`src/sv/tpr_pkg.sv`:
```
// Shared types and constants for the timer prescaler / reload search unit.
// Request and result structs, status codes, divider sizing.
// No dependencies.
package tpr_pkg;

	localparam int NUM_W   = 32;
	localparam int STEP_W  = 5;
	localparam logic [STEP_W-1:0] STEP_LAST = STEP_W'(NUM_W - 1);

	localparam logic [1:0] ST_EXACT      = 2'd0;
	localparam logic [1:0] ST_MISMATCH   = 2'd1;
	localparam logic [1:0] ST_INACCURATE = 2'd2;

	localparam logic [30:0] CLK_HZ_RESET = 31'd72000000;

	typedef struct packed {
		logic        request_is_frequency;
		logic [30:0] request_value;
	} in_t;

	typedef struct packed {
		logic [15:0] prescaler_value;
		logic [15:0] reload_value;
		logic [30:0] achieved_freq;
		logic [1:0]  status;
	} out_t;

endpackage

```
`src/sv/tpr_div.sv`:
```
// Shared restoring divider, one quotient bit per cycle.
// Uses tpr_pkg for dividend width and step count.
module tpr_div import tpr_pkg::*; #(
	parameter int DEN_W = 34
) (
	input  logic             clk,
	input  logic             arst_n,
	input  logic             start,
	input  logic [NUM_W-1:0] num,
	input  logic [DEN_W-1:0] den,
	output logic             done,
	output logic [NUM_W-1:0] quo,
	output logic [DEN_W-1:0] rem
);

	logic              busy_q;
	logic              done_q;
	logic [STEP_W-1:0] step_q;
	logic [NUM_W-1:0]  quo_q;
	logic [DEN_W-1:0]  rem_q;
	logic [DEN_W-1:0]  den_q;
	logic [DEN_W:0]    rem_sh;
	logic [DEN_W:0]    rem_nx;
	logic              ge;

	assign rem_sh = {rem_q, quo_q[NUM_W-1]};
	assign ge     = rem_sh >= {1'b0, den_q};
	assign rem_nx = ge ? (rem_sh - {1'b0, den_q}) : rem_sh;

	always_ff @(posedge clk or negedge arst_n) begin
		if (!arst_n) begin
			busy_q <= 1'b0;
			done_q <= 1'b0;
			step_q <= '0;
		end else begin
			done_q <= busy_q && (step_q == STEP_LAST) && !start;
			if (start) begin
				busy_q <= 1'b1;
				step_q <= '0;
			end else if (busy_q) begin
				step_q <= step_q + STEP_W'(1);
				if (step_q == STEP_LAST) begin
					busy_q <= 1'b0;
				end
			end
		end
	end

	always_ff @(posedge clk) begin
		if (start) begin
			quo_q <= num;
			rem_q <= '0;
			den_q <= den;
		end else if (busy_q) begin
			quo_q <= {quo_q[NUM_W-2:0], ge};
			rem_q <= rem_nx[DEN_W-1:0];
		end
	end

	assign done = done_q;
	assign quo  = quo_q;
	assign rem  = rem_q;

endmodule

```
`src/sv/timer_prescaler_reload_search_unit.sv`:
```
// Timer prescaler / auto-reload search: sequencer, search registers and result register.
// Depends on tpr_pkg and tpr_div.
//
//  channel | signals                        | moves
//  in      | in_valid, in_ready, in_data    | one request (frequency or count)
//  out     | out_valid, out_ready, out_data | prescaler, reload, frequency, status
//  cfg     | cfg_valid, cfg_ready, cfg_data | timer clock in hertz, always ready
//
// Every division runs on one shared radix-2 divider. A nonzero frequency request first
// needs one division to get a count, and the search needs one per divisor trial.
// in_ready is high only while the sequencer is idle; a finished result waits in the
// output register, so the next request can be taken before it is delivered.
// Reset restores the clock register to 72 MHz and clears all handshake state.
module timer_prescaler_reload_search_unit import tpr_pkg::*; #(
	parameter int COUNTER_BITS = 16
) (
	input  logic        clk,
	input  logic        arst_n,
	input  logic        in_valid,
	output logic        in_ready,
	input  in_t         in_data,
	output logic        out_valid,
	input  logic        out_ready,
	output out_t        out_data,
	input  logic        cfg_valid,
	output logic        cfg_ready,
	input  logic [30:0] cfg_data
);

	localparam int CB    = COUNTER_BITS;
	localparam int PW    = 2 * CB + 2;
	localparam int DEN_W = (PW > NUM_W) ? PW : NUM_W;
	localparam logic [63:0]   LIM_W = (64'd1 << CB) - 64'd1;
	localparam logic [CB-1:0] LIM_C = '1;

	typedef enum logic [7:0] {
		S_IDLE  = 8'b0000_0001,
		S_FDIV  = 8'b0000_0010,
		S_CLASS = 8'b0000_0100,
		S_SDIV  = 8'b0000_1000,
		S_PROD  = 8'b0001_0000,
		S_AST   = 8'b0010_0000,
		S_ADIV  = 8'b0100_0000,
		S_FIN   = 8'b1000_0000
	} state_t;

	state_t            state_q;
	logic [30:0]       clk_hz_q;
	logic              out_valid_q;
	out_t              out_q;
	logic [30:0]       cnt_q;
	logic [CB-1:0]     ratio_q;
	logic [CB-1:0]     best_err_q;
	logic [CB-1:0]     best_ratio_q;
	logic [CB-1:0]     best_quo_q;
	logic [CB-1:0]     psc_q;
	logic [CB-1:0]     arr_q;
	logic [1:0]        st_q;
	logic [PW-1:0]     prod_q;
	logic [30:0]       ach_q;

	logic              div_start;
	logic [NUM_W-1:0]  div_num;
	logic [DEN_W-1:0]  div_den;
	logic              div_done;
	logic [NUM_W-1:0]  div_quo;
	logic [DEN_W-1:0]  div_rem;

	logic [30:0]       cnt_hi;
	logic              too_big;
	logic              cnt_small;
	logic [CB-1:0]     ratio_first;
	logic [CB-1:0]     rem_cb;
	logic [CB-1:0]     quo_cb;
	logic              better;
	logic              exact;
	logic              search_end;
	logic [CB-1:0]     sel_ratio;
	logic [CB-1:0]     sel_quo;
	logic [CB-1:0]     psc_n;
	logic [CB-1:0]     arr_n;
	logic [NUM_W-1:0]  fround;
	logic              out_load;
	logic              in_acc;

	assign in_ready  = (state_q == S_IDLE);
	assign in_acc    = in_valid && in_ready;
	assign cfg_ready = 1'b1;
	assign out_valid = out_valid_q;
	assign out_data  = out_q;

	assign cnt_hi      = cnt_q >> CB;
	assign too_big     = {33'd0, cnt_hi} >= LIM_W;
	assign cnt_small   = {33'd0, cnt_q} <= LIM_W;
	assign ratio_first = CB'(cnt_hi + 31'd1);
	assign rem_cb      = CB'(div_rem);
	assign quo_cb      = CB'(div_quo);
	assign better      = rem_cb < best_err_q;
	assign exact       = (div_rem == '0);
	assign search_end  = exact || (ratio_q == LIM_C);
	assign sel_ratio   = better ? ratio_q : best_ratio_q;
	assign sel_quo     = better ? quo_cb : best_quo_q;
	assign psc_n       = (sel_ratio > sel_quo) ? (sel_quo - CB'(1)) : (sel_ratio - CB'(1));
	assign arr_n       = (sel_ratio > sel_quo) ? (sel_ratio - CB'(1)) : (sel_quo - CB'(1));
	assign fround      = div_quo + NUM_W'(1);
	assign out_load    = (state_q == S_FIN) && (!out_valid_q || out_ready);

	always_comb begin
		div_start = 1'b0;
		div_num   = NUM_W'(cnt_q);
		div_den   = DEN_W'(ratio_q) + DEN_W'(1);
		case (state_q)
			S_IDLE: begin
				div_num = {clk_hz_q, 1'b0};
				div_den = DEN_W'(in_data.request_value);
				div_start = in_acc && in_data.request_is_frequency &&
					(in_data.request_value != '0);
			end
			S_CLASS: begin
				div_den = DEN_W'(ratio_first);
				div_start = (cnt_q != '0) && !cnt_small && !too_big;
			end
			S_SDIV: begin
				div_start = div_done && !search_end;
			end
			S_AST: begin
				div_num = NUM_W'(clk_hz_q);
				div_den = DEN_W'(prod_q);
				div_start = 1'b1;
			end
			default: begin
				div_start = 1'b0;
			end
		endcase
	end

	tpr_div #(
		.DEN_W(DEN_W)
	) u_div (
		.clk   (clk),
		.arst_n(arst_n),
		.start (div_start),
		.num   (div_num),
		.den   (div_den),
		.done  (div_done),
		.quo   (div_quo),
		.rem   (div_rem)
	);

	always_ff @(posedge clk or negedge arst_n) begin
		if (!arst_n) begin
			state_q     <= S_IDLE;
			clk_hz_q    <= CLK_HZ_RESET;
			out_valid_q <= 1'b0;
		end else begin
			if (cfg_valid && cfg_ready) begin
				clk_hz_q <= cfg_data;
			end
			if (out_load) begin
				out_valid_q <= 1'b1;
			end else if (out_ready) begin
				out_valid_q <= 1'b0;
			end
			case (state_q)
				S_IDLE: begin
					if (in_acc) begin
						if (div_start) begin
							state_q <= S_FDIV;
						end else begin
							state_q <= S_CLASS;
						end
					end
				end
				S_FDIV: begin
					if (div_done) begin
						state_q <= S_CLASS;
					end
				end
				S_CLASS: begin
					if (div_start) begin
						state_q <= S_SDIV;
					end else begin
						state_q <= S_PROD;
					end
				end
				S_SDIV: begin
					if (div_done && search_end) begin
						state_q <= S_PROD;
					end
				end
				S_PROD: begin
					state_q <= S_AST;
				end
				S_AST: begin
					state_q <= S_ADIV;
				end
				S_ADIV: begin
					if (div_done) begin
						state_q <= S_FIN;
					end
				end
				S_FIN: begin
					if (out_load) begin
						state_q <= S_IDLE;
					end
				end
				default: begin
					state_q <= S_IDLE;
				end
			endcase
		end
	end

	always_ff @(posedge clk) begin
		case (state_q)
			S_IDLE: begin
				if (in_acc) begin
					if (in_data.request_is_frequency) begin
						cnt_q <= '0;
					end else begin
						cnt_q <= in_data.request_value;
					end
				end
			end
			S_FDIV: begin
				if (div_done) begin
					cnt_q <= fround[NUM_W-1:1];
				end
			end
			S_CLASS: begin
				ratio_q    <= ratio_first;
				best_err_q <= '1;
				if (cnt_q == '0) begin
					psc_q <= '0;
					arr_q <= CB'(1);
					st_q  <= ST_MISMATCH;
				end else if (cnt_small) begin
					psc_q <= '0;
					arr_q <= CB'(cnt_q - 31'd1);
					st_q  <= ST_EXACT;
				end else begin
					psc_q <= LIM_C;
					arr_q <= LIM_C;
					st_q  <= ST_INACCURATE;
				end
			end
			S_SDIV: begin
				if (div_done) begin
					if (better) begin
						best_err_q   <= rem_cb;
						best_ratio_q <= ratio_q;
						best_quo_q   <= quo_cb;
					end
					if (search_end) begin
						psc_q <= psc_n;
						arr_q <= arr_n;
						st_q  <= exact ? ST_EXACT : ST_INACCURATE;
					end else begin
						ratio_q <= ratio_q + CB'(1);
					end
				end
			end
			S_PROD: begin
				prod_q <= PW'({1'b0, psc_q} + (CB + 1)'(1)) *
					PW'({1'b0, arr_q} + (CB + 1)'(1));
			end
			S_ADIV: begin
				if (div_done) begin
					ach_q <= div_quo[30:0];
				end
			end
			default: begin
			end
		endcase
		if (out_load) begin
			out_q.prescaler_value <= 16'(psc_q);
			out_q.reload_value    <= 16'(arr_q);
			out_q.achieved_freq   <= ach_q;
			out_q.status          <= st_q;
		end
	end

endmodule

```
`config.mk`:
```
export PLATFORM = sky130hd
export DESIGN_NAME = timer_prescaler_reload_search_unit
export DESIGN_NICKNAME = d
export VERILOG_FILES = /design/src/sv/tpr_pkg.sv /design/src/sv/tpr_div.sv /design/src/sv/timer_prescaler_reload_search_unit.sv
export SDC_FILE = /design/constraint.sdc
export NUM_CORES = 1
export LEC_CHECK = 0
export CORE_MARGIN = 1.5
export CORE_UTILIZATION = 59
export CTS_CLUSTER_SIZE = 40
export DETAILED_ROUTE_END_ITERATION = 10
export DONT_BUFFER_PORTS = 1
export HOLD_SLACK_MARGIN = 0.1
export MAX_ROUTING_LAYER = met4
export PLACE_DENSITY = 0.75
export SYNTH_ARGS = -nofsm -noshare
export SYNTH_HDL_FRONTEND = slang
export SYNTH_SLANG_ARGS = --single-unit
export TNS_END_PERCENT = 1
```
`constraint.sdc`:
```
create_clock -name clk -period 7.8 [get_ports clk]
set_input_delay 1.95 -clock clk [delete_from_list [all_inputs] [get_ports clk]]
set_output_delay 1.95 -clock clk [all_outputs]
set_load 0.02 [all_outputs]
```
==> Flow_metrics.wiki <==
{| class="wikitable"
! Metric !! Value
|-
| Die Span X || 233 µm
|-
| HPWL after detailed placement || 70.8 mm
|-
| Clock Path Buffers || 3
|-
| Number of nets in the layout || 3637
|-
| Total track usage || 0.351
|-
| Std cell rows || 84
|-
| Share of Yosys cell area claimed by the top area cell type || 0.312
|-
| Most used DFF post-synth || sky130_fd_sc_hd__edfxtp_1
|-
| Number of design-rule violations left by the first detailed-router iteration || 2445
|-
| I/O pins || 136
|-
| Max-slew violation count || 0
|-
| Hold Buf Count CTS || 0
|-
| Status || finished, final reports clean
|-
| Proportion of layout cells with a drive suffix above 1 || 0.0836
|-
| Mapped cell area || 31300 µm²
|-
| Slew Limit Headroom || 0.226
|-
| Final estimated routing congestion in global placement || 1.01
|-
| Num CTS Buffers || 45
|-
| Maximum Capacitance Violations || 0
|-
| Final Critical Period || 7.60 ns
|-
| Cell type with the highest occurrence count on the critical path || sky130_fd_sc_hd__fa_1
|-
| Core box area || 52400 µm²
|-
| CP arrival || 7.94 ns
|-
| Kind of cell adding the most delay to the critical path || adder cells
|-
| Post-place setup slack || 0.0536 ns
|-
| Number of antenna violations at the first check in global routing || 0
|-
| Start point of the worst min-delay path || ach_q[1]$_DFFE_PP_
|-
| Share of the clock period used by the worst path after layout || 0.974
|-
| Pin count of the biggest net entering global routing || 72
|-
| Capture instance of the worst register-to-register path || prod_q[33]$_DFFE_PP_
|-
| Critical Path Slowest Stage Cell || sky130_fd_sc_hd__fa_1
|-
| Largest cells by area after synthesis || sky130_fd_sc_hd__edfxtp_1 (31%), sky130_fd_sc_hd__fa_1 (14%), sky130_fd_sc_hd__ha_1 (7.4%), sky130_fd_sc_hd__inv_1 (4.6%), sky130_fd_sc_hd__nand2_1 (4.1%)
|-
| Largest stage delay, worst path || 0.59 ns
|-
| Layout filler cell count || 4145
|-
| Share of synthesized area occupied by flip-flops and latches || 0.372
|-
| Met2 track demand over resource in global routing || 0.544
|-
| Total number of vias || 24.0k
|-
| Final hold vios || 0
|-
| Antenna Nets Post-Route || 0
|-
| Most instantiated cells after synthesis || sky130_fd_sc_hd__inv_1 (386), sky130_fd_sc_hd__nand2_1 (345), sky130_fd_sc_hd__edfxtp_1 (325)
|-
| Hold Path End || out_data[3]$_DFFE_PP_
|-
| RSZ-0062 raised after global routing || yes
|-
| Worst path required time || 8.14 ns
|-
| Total iterations of the first detailed-routing run || 8
|-
| Setup violation total in the final timing report || 0
|-
| Area of the multi-input gates || 17700 µm²
|-
| Post-synth EDFFs || 325
|-
| Biggest area consumer among synthesized cells || sky130_fd_sc_hd__edfxtp_1
|-
| Most used standard cell by instance count after synthesis || sky130_fd_sc_hd__inv_1
|-
| Kind of capture point of the worst setup path || register
|-
| Count of synthesis-stage warnings from yosys || 0
|-
| Residual DRC count || 0
|-
| Min-Delay Path Class || register to register
|-
| Count of buffers from port buffering || 0
|-
| Number of cells produced by synthesis || 3141
|-
| TritonCTS clock tree || yes
|-
| Avg Inst Size Synth || 9.95 µm²
|-
| Worst Slack Setup Final || 0.204 ns
|-
| Global-route layer with the greatest usage || met2
|-
| Clock slew seen by the registers of the worst setup and hold paths || 0.06 ns
|-
| GR Layer Usage met3 || 0.0592
|-
| Effective utilization at floorplan || 0.596
|-
| FF+latch count, synth || 406
|-
| Count of different cell masters after synthesis || 75
|-
| Final-layout worst hold slack || 0.417 ns
|-
| Vias in the first global route || 23.6k
|-
| Syn_nets || 3619
|-
| GR Layer Usage met1 || 0.471
|-
| Total buffers and inverters traversed by the critical path || 5
|-
| H-tree depth || 2
|-
| Final routed wire length divided by cell count || 23.4 µm
|-
| Clock sink count || 406
|-
| Final clock skew || 0.0336 ns
|-
| Proportion of synthesized flip-flops having asynchronous set or reset || 0.116
|-
| Worst reg2reg path startpoint || psc_q[2]$_DFFE_PP_
|-
| Critical path peak fanout || 7
|-
| Total Die Area || 54400 µm²
|-
| FF/Latch Area || 11600 µm²
|-
| Overflow left after global routing || 0
|-
| DIE HEIGHT || 233 µm
|-
| Wire length of the first global-routing pass || 140 mm
|-
| Setup crit start kind || register
|-
| Synth-to-layout area growth || 8.98%
|-
| Setup Crit Path Kind || register to register
|-
| Routed wire length || 90.9 mm
|-
| Via density per instance || 6.19
|-
| Master cell of the clock root buffer || sky130_fd_sc_hd__clkbuf_16
|-
| Worst-Skew Late Latency || 0.59 ns
|-
| Actual transition at the worst max-transition pin || 1.16 ns
|-
| Worst reg2reg path depth || 27
|-
| Internal reg-to-reg setup slack || 0.20 ns
|-
| Setup crit start || psc_q[2]$_DFFE_PP_
|-
| Number of instances on the worst hold path || 0
|-
| Maximum clock frequency || 0.132 GHz
|}
-- how the worst max path moves through the flow --
stage	end	slack, ns	cells after the start
2_1_floorplan	prod_q[33]$_DFFE_PP_	0.36	28
3_3_place_gp	prod_q[33]$_DFFE_PP_	0.26	26
3_5_place_dp	prod_q[33]$_DFFE_PP_	0.05	26
4_1_cts	prod_q[33]$_DFFE_PP_	0.09	26
5_1_grt	prod_q[33]$_DFFE_PP_	-0.18	25
6_report	prod_q[33]$_DFFE_PP_	0.20	27
-- area by class of cell --
type	instances	area share
diodes	1	0.0000735
clock buffers	59	0.0367
clock inverters	24	0.00885
inverters	387	0.0427
multi-input cells	2213	0.521
flip-flops and latches	406	0.341
well taps	688	0.0253
repair buffers	106	0.0242
-- metrics by stage --
step / area, µm² / utilization / cells / TNS (ns)
2_1_floorplan: 31300 / - / 3141 / 0
3_3_place_gp: 32400 / 0.617 / 3792 / 0
3_5_place_dp: 32400 / 0.617 / 3792 / 0
4_1_cts: 33900 / 0.647 / 3875 / 0
5_1_grt: 34100 / 0.649 / 3883 / -0.260
6_report: 34100 / 0.650 / 3884 / 0
-- worst register-to-register path: stages, from the launching register on --
cell	delay, ns
sky130_fd_sc_hd__edfxtp_1	0.45
sky130_fd_sc_hd__nand3_1	0.15
sky130_fd_sc_hd__nor2_2	0.15
sky130_fd_sc_hd__nand4_1	0.24
sky130_fd_sc_hd__inv_2	0.16
sky130_fd_sc_hd__nand3_1	0.18
sky130_fd_sc_hd__xnor2_2	0.19
sky130_fd_sc_hd__buf_4	0.19
sky130_fd_sc_hd__nand2_1	0.08
sky130_fd_sc_hd__fa_1	0.51
sky130_fd_sc_hd__inv_1	0.06
sky130_fd_sc_hd__fa_1	0.52
sky130_fd_sc_hd__fa_1	0.45
sky130_fd_sc_hd__fa_1	0.52
sky130_fd_sc_hd__fa_1	0.56
sky130_fd_sc_hd__inv_1	0.06
sky130_fd_sc_hd__fa_1	0.59
sky130_fd_sc_hd__inv_1	0.06
sky130_fd_sc_hd__ha_1	0.36
sky130_fd_sc_hd__a21o_1	0.21
sky130_fd_sc_hd__a21o_1	0.20
sky130_fd_sc_hd__a21o_1	0.19
sky130_fd_sc_hd__o31a_1	0.28
sky130_fd_sc_hd__a31oi_2	0.27
sky130_fd_sc_hd__o311ai_2	0.15
sky130_fd_sc_hd__a41o_1	0.27
sky130_fd_sc_hd__a21oi_1	0.21
sky130_fd_sc_hd__xnor2_1	0.09
-- timing repair --
item                       4_1_cts  5_1_grt
buffers inserted                 0        8
hold endpoints to repair         0        0
setup endpoints to repair        0        4
resized for setup                0       14
-- metal layers --
layer / vias to the layer above / wire length [µm]
li1: 10900 / -
met5: - / 0
met3: 178 / 7390
met1: 11900 / 38500
met2: 1041 / 42000
met4: 0 / 3110
-- layout by cell type (no fill, tap or decap), types with 14 or more instances in the layout --
cell type	instances
sky130_fd_sc_hd__o221ai_1	18
sky130_fd_sc_hd__dfxtp_1	34
sky130_fd_sc_hd__a21o_1	45
sky130_fd_sc_hd__and3_1	25
sky130_fd_sc_hd__nor4_1	41
sky130_fd_sc_hd__nor2_1	237
sky130_fd_sc_hd__nand2b_1	45
sky130_fd_sc_hd__dfrtp_1	39
sky130_fd_sc_hd__xor2_1	83
sky130_fd_sc_hd__buf_4	103
sky130_fd_sc_hd__a31oi_1	70
sky130_fd_sc_hd__xnor2_1	115
sky130_fd_sc_hd__fa_1	225
sky130_fd_sc_hd__a22o_1	16
sky130_fd_sc_hd__nor3_1	39
sky130_fd_sc_hd__edfxtp_1	325
sky130_fd_sc_hd__mux2_2	44
sky130_fd_sc_hd__nand2_1	345
sky130_fd_sc_hd__mux2i_1	38
sky130_fd_sc_hd__or3_1	14
sky130_fd_sc_hd__o21ai_0	112
sky130_fd_sc_hd__nand3_1	62
sky130_fd_sc_hd__and2_1	26
sky130_fd_sc_hd__a21oi_1	116
sky130_fd_sc_hd__ha_1	185
sky130_fd_sc_hd__nand4_1	43
sky130_fd_sc_hd__a22oi_1	43
sky130_fd_sc_hd__clkbuf_16	46
sky130_fd_sc_hd__inv_1	384
sky130_fd_sc_hd__nand3b_1	40
-- logic make-up (layout without fill, tap and decap cells) --
kind of cell / Yosys count / in the layout / share of synthesized area
DFF: 406 / 406 / 0.372
xor gates and xnor gates: 206 / 206 / 0.0577
buffers and inverters: 522 / 576 / 0.0639
adders and majority gates: 410 / 410 / 0.218
AOI/OAI and AO/OA: 538 / 538 / 0.112
muxes: 82 / 82 / 0.0280
and+or+nand+nor: 976 / 976 / 0.148
other: 1 / 2 / 0.000120
-- flip-flops by register name, summed over array words and instances, names as in the netlist, 31 cells and up --
name	flops
out_data	65
prod_q	34
u_div.den_q	34
u_div.rem	34
u_div.quo	32
ach_q	31
clk_hz_q	31
cnt_q	31
Power is left out: the tool's default activity adds up to more than one toggle a clock period on the data nets, which glitch-free logic cannot reach.
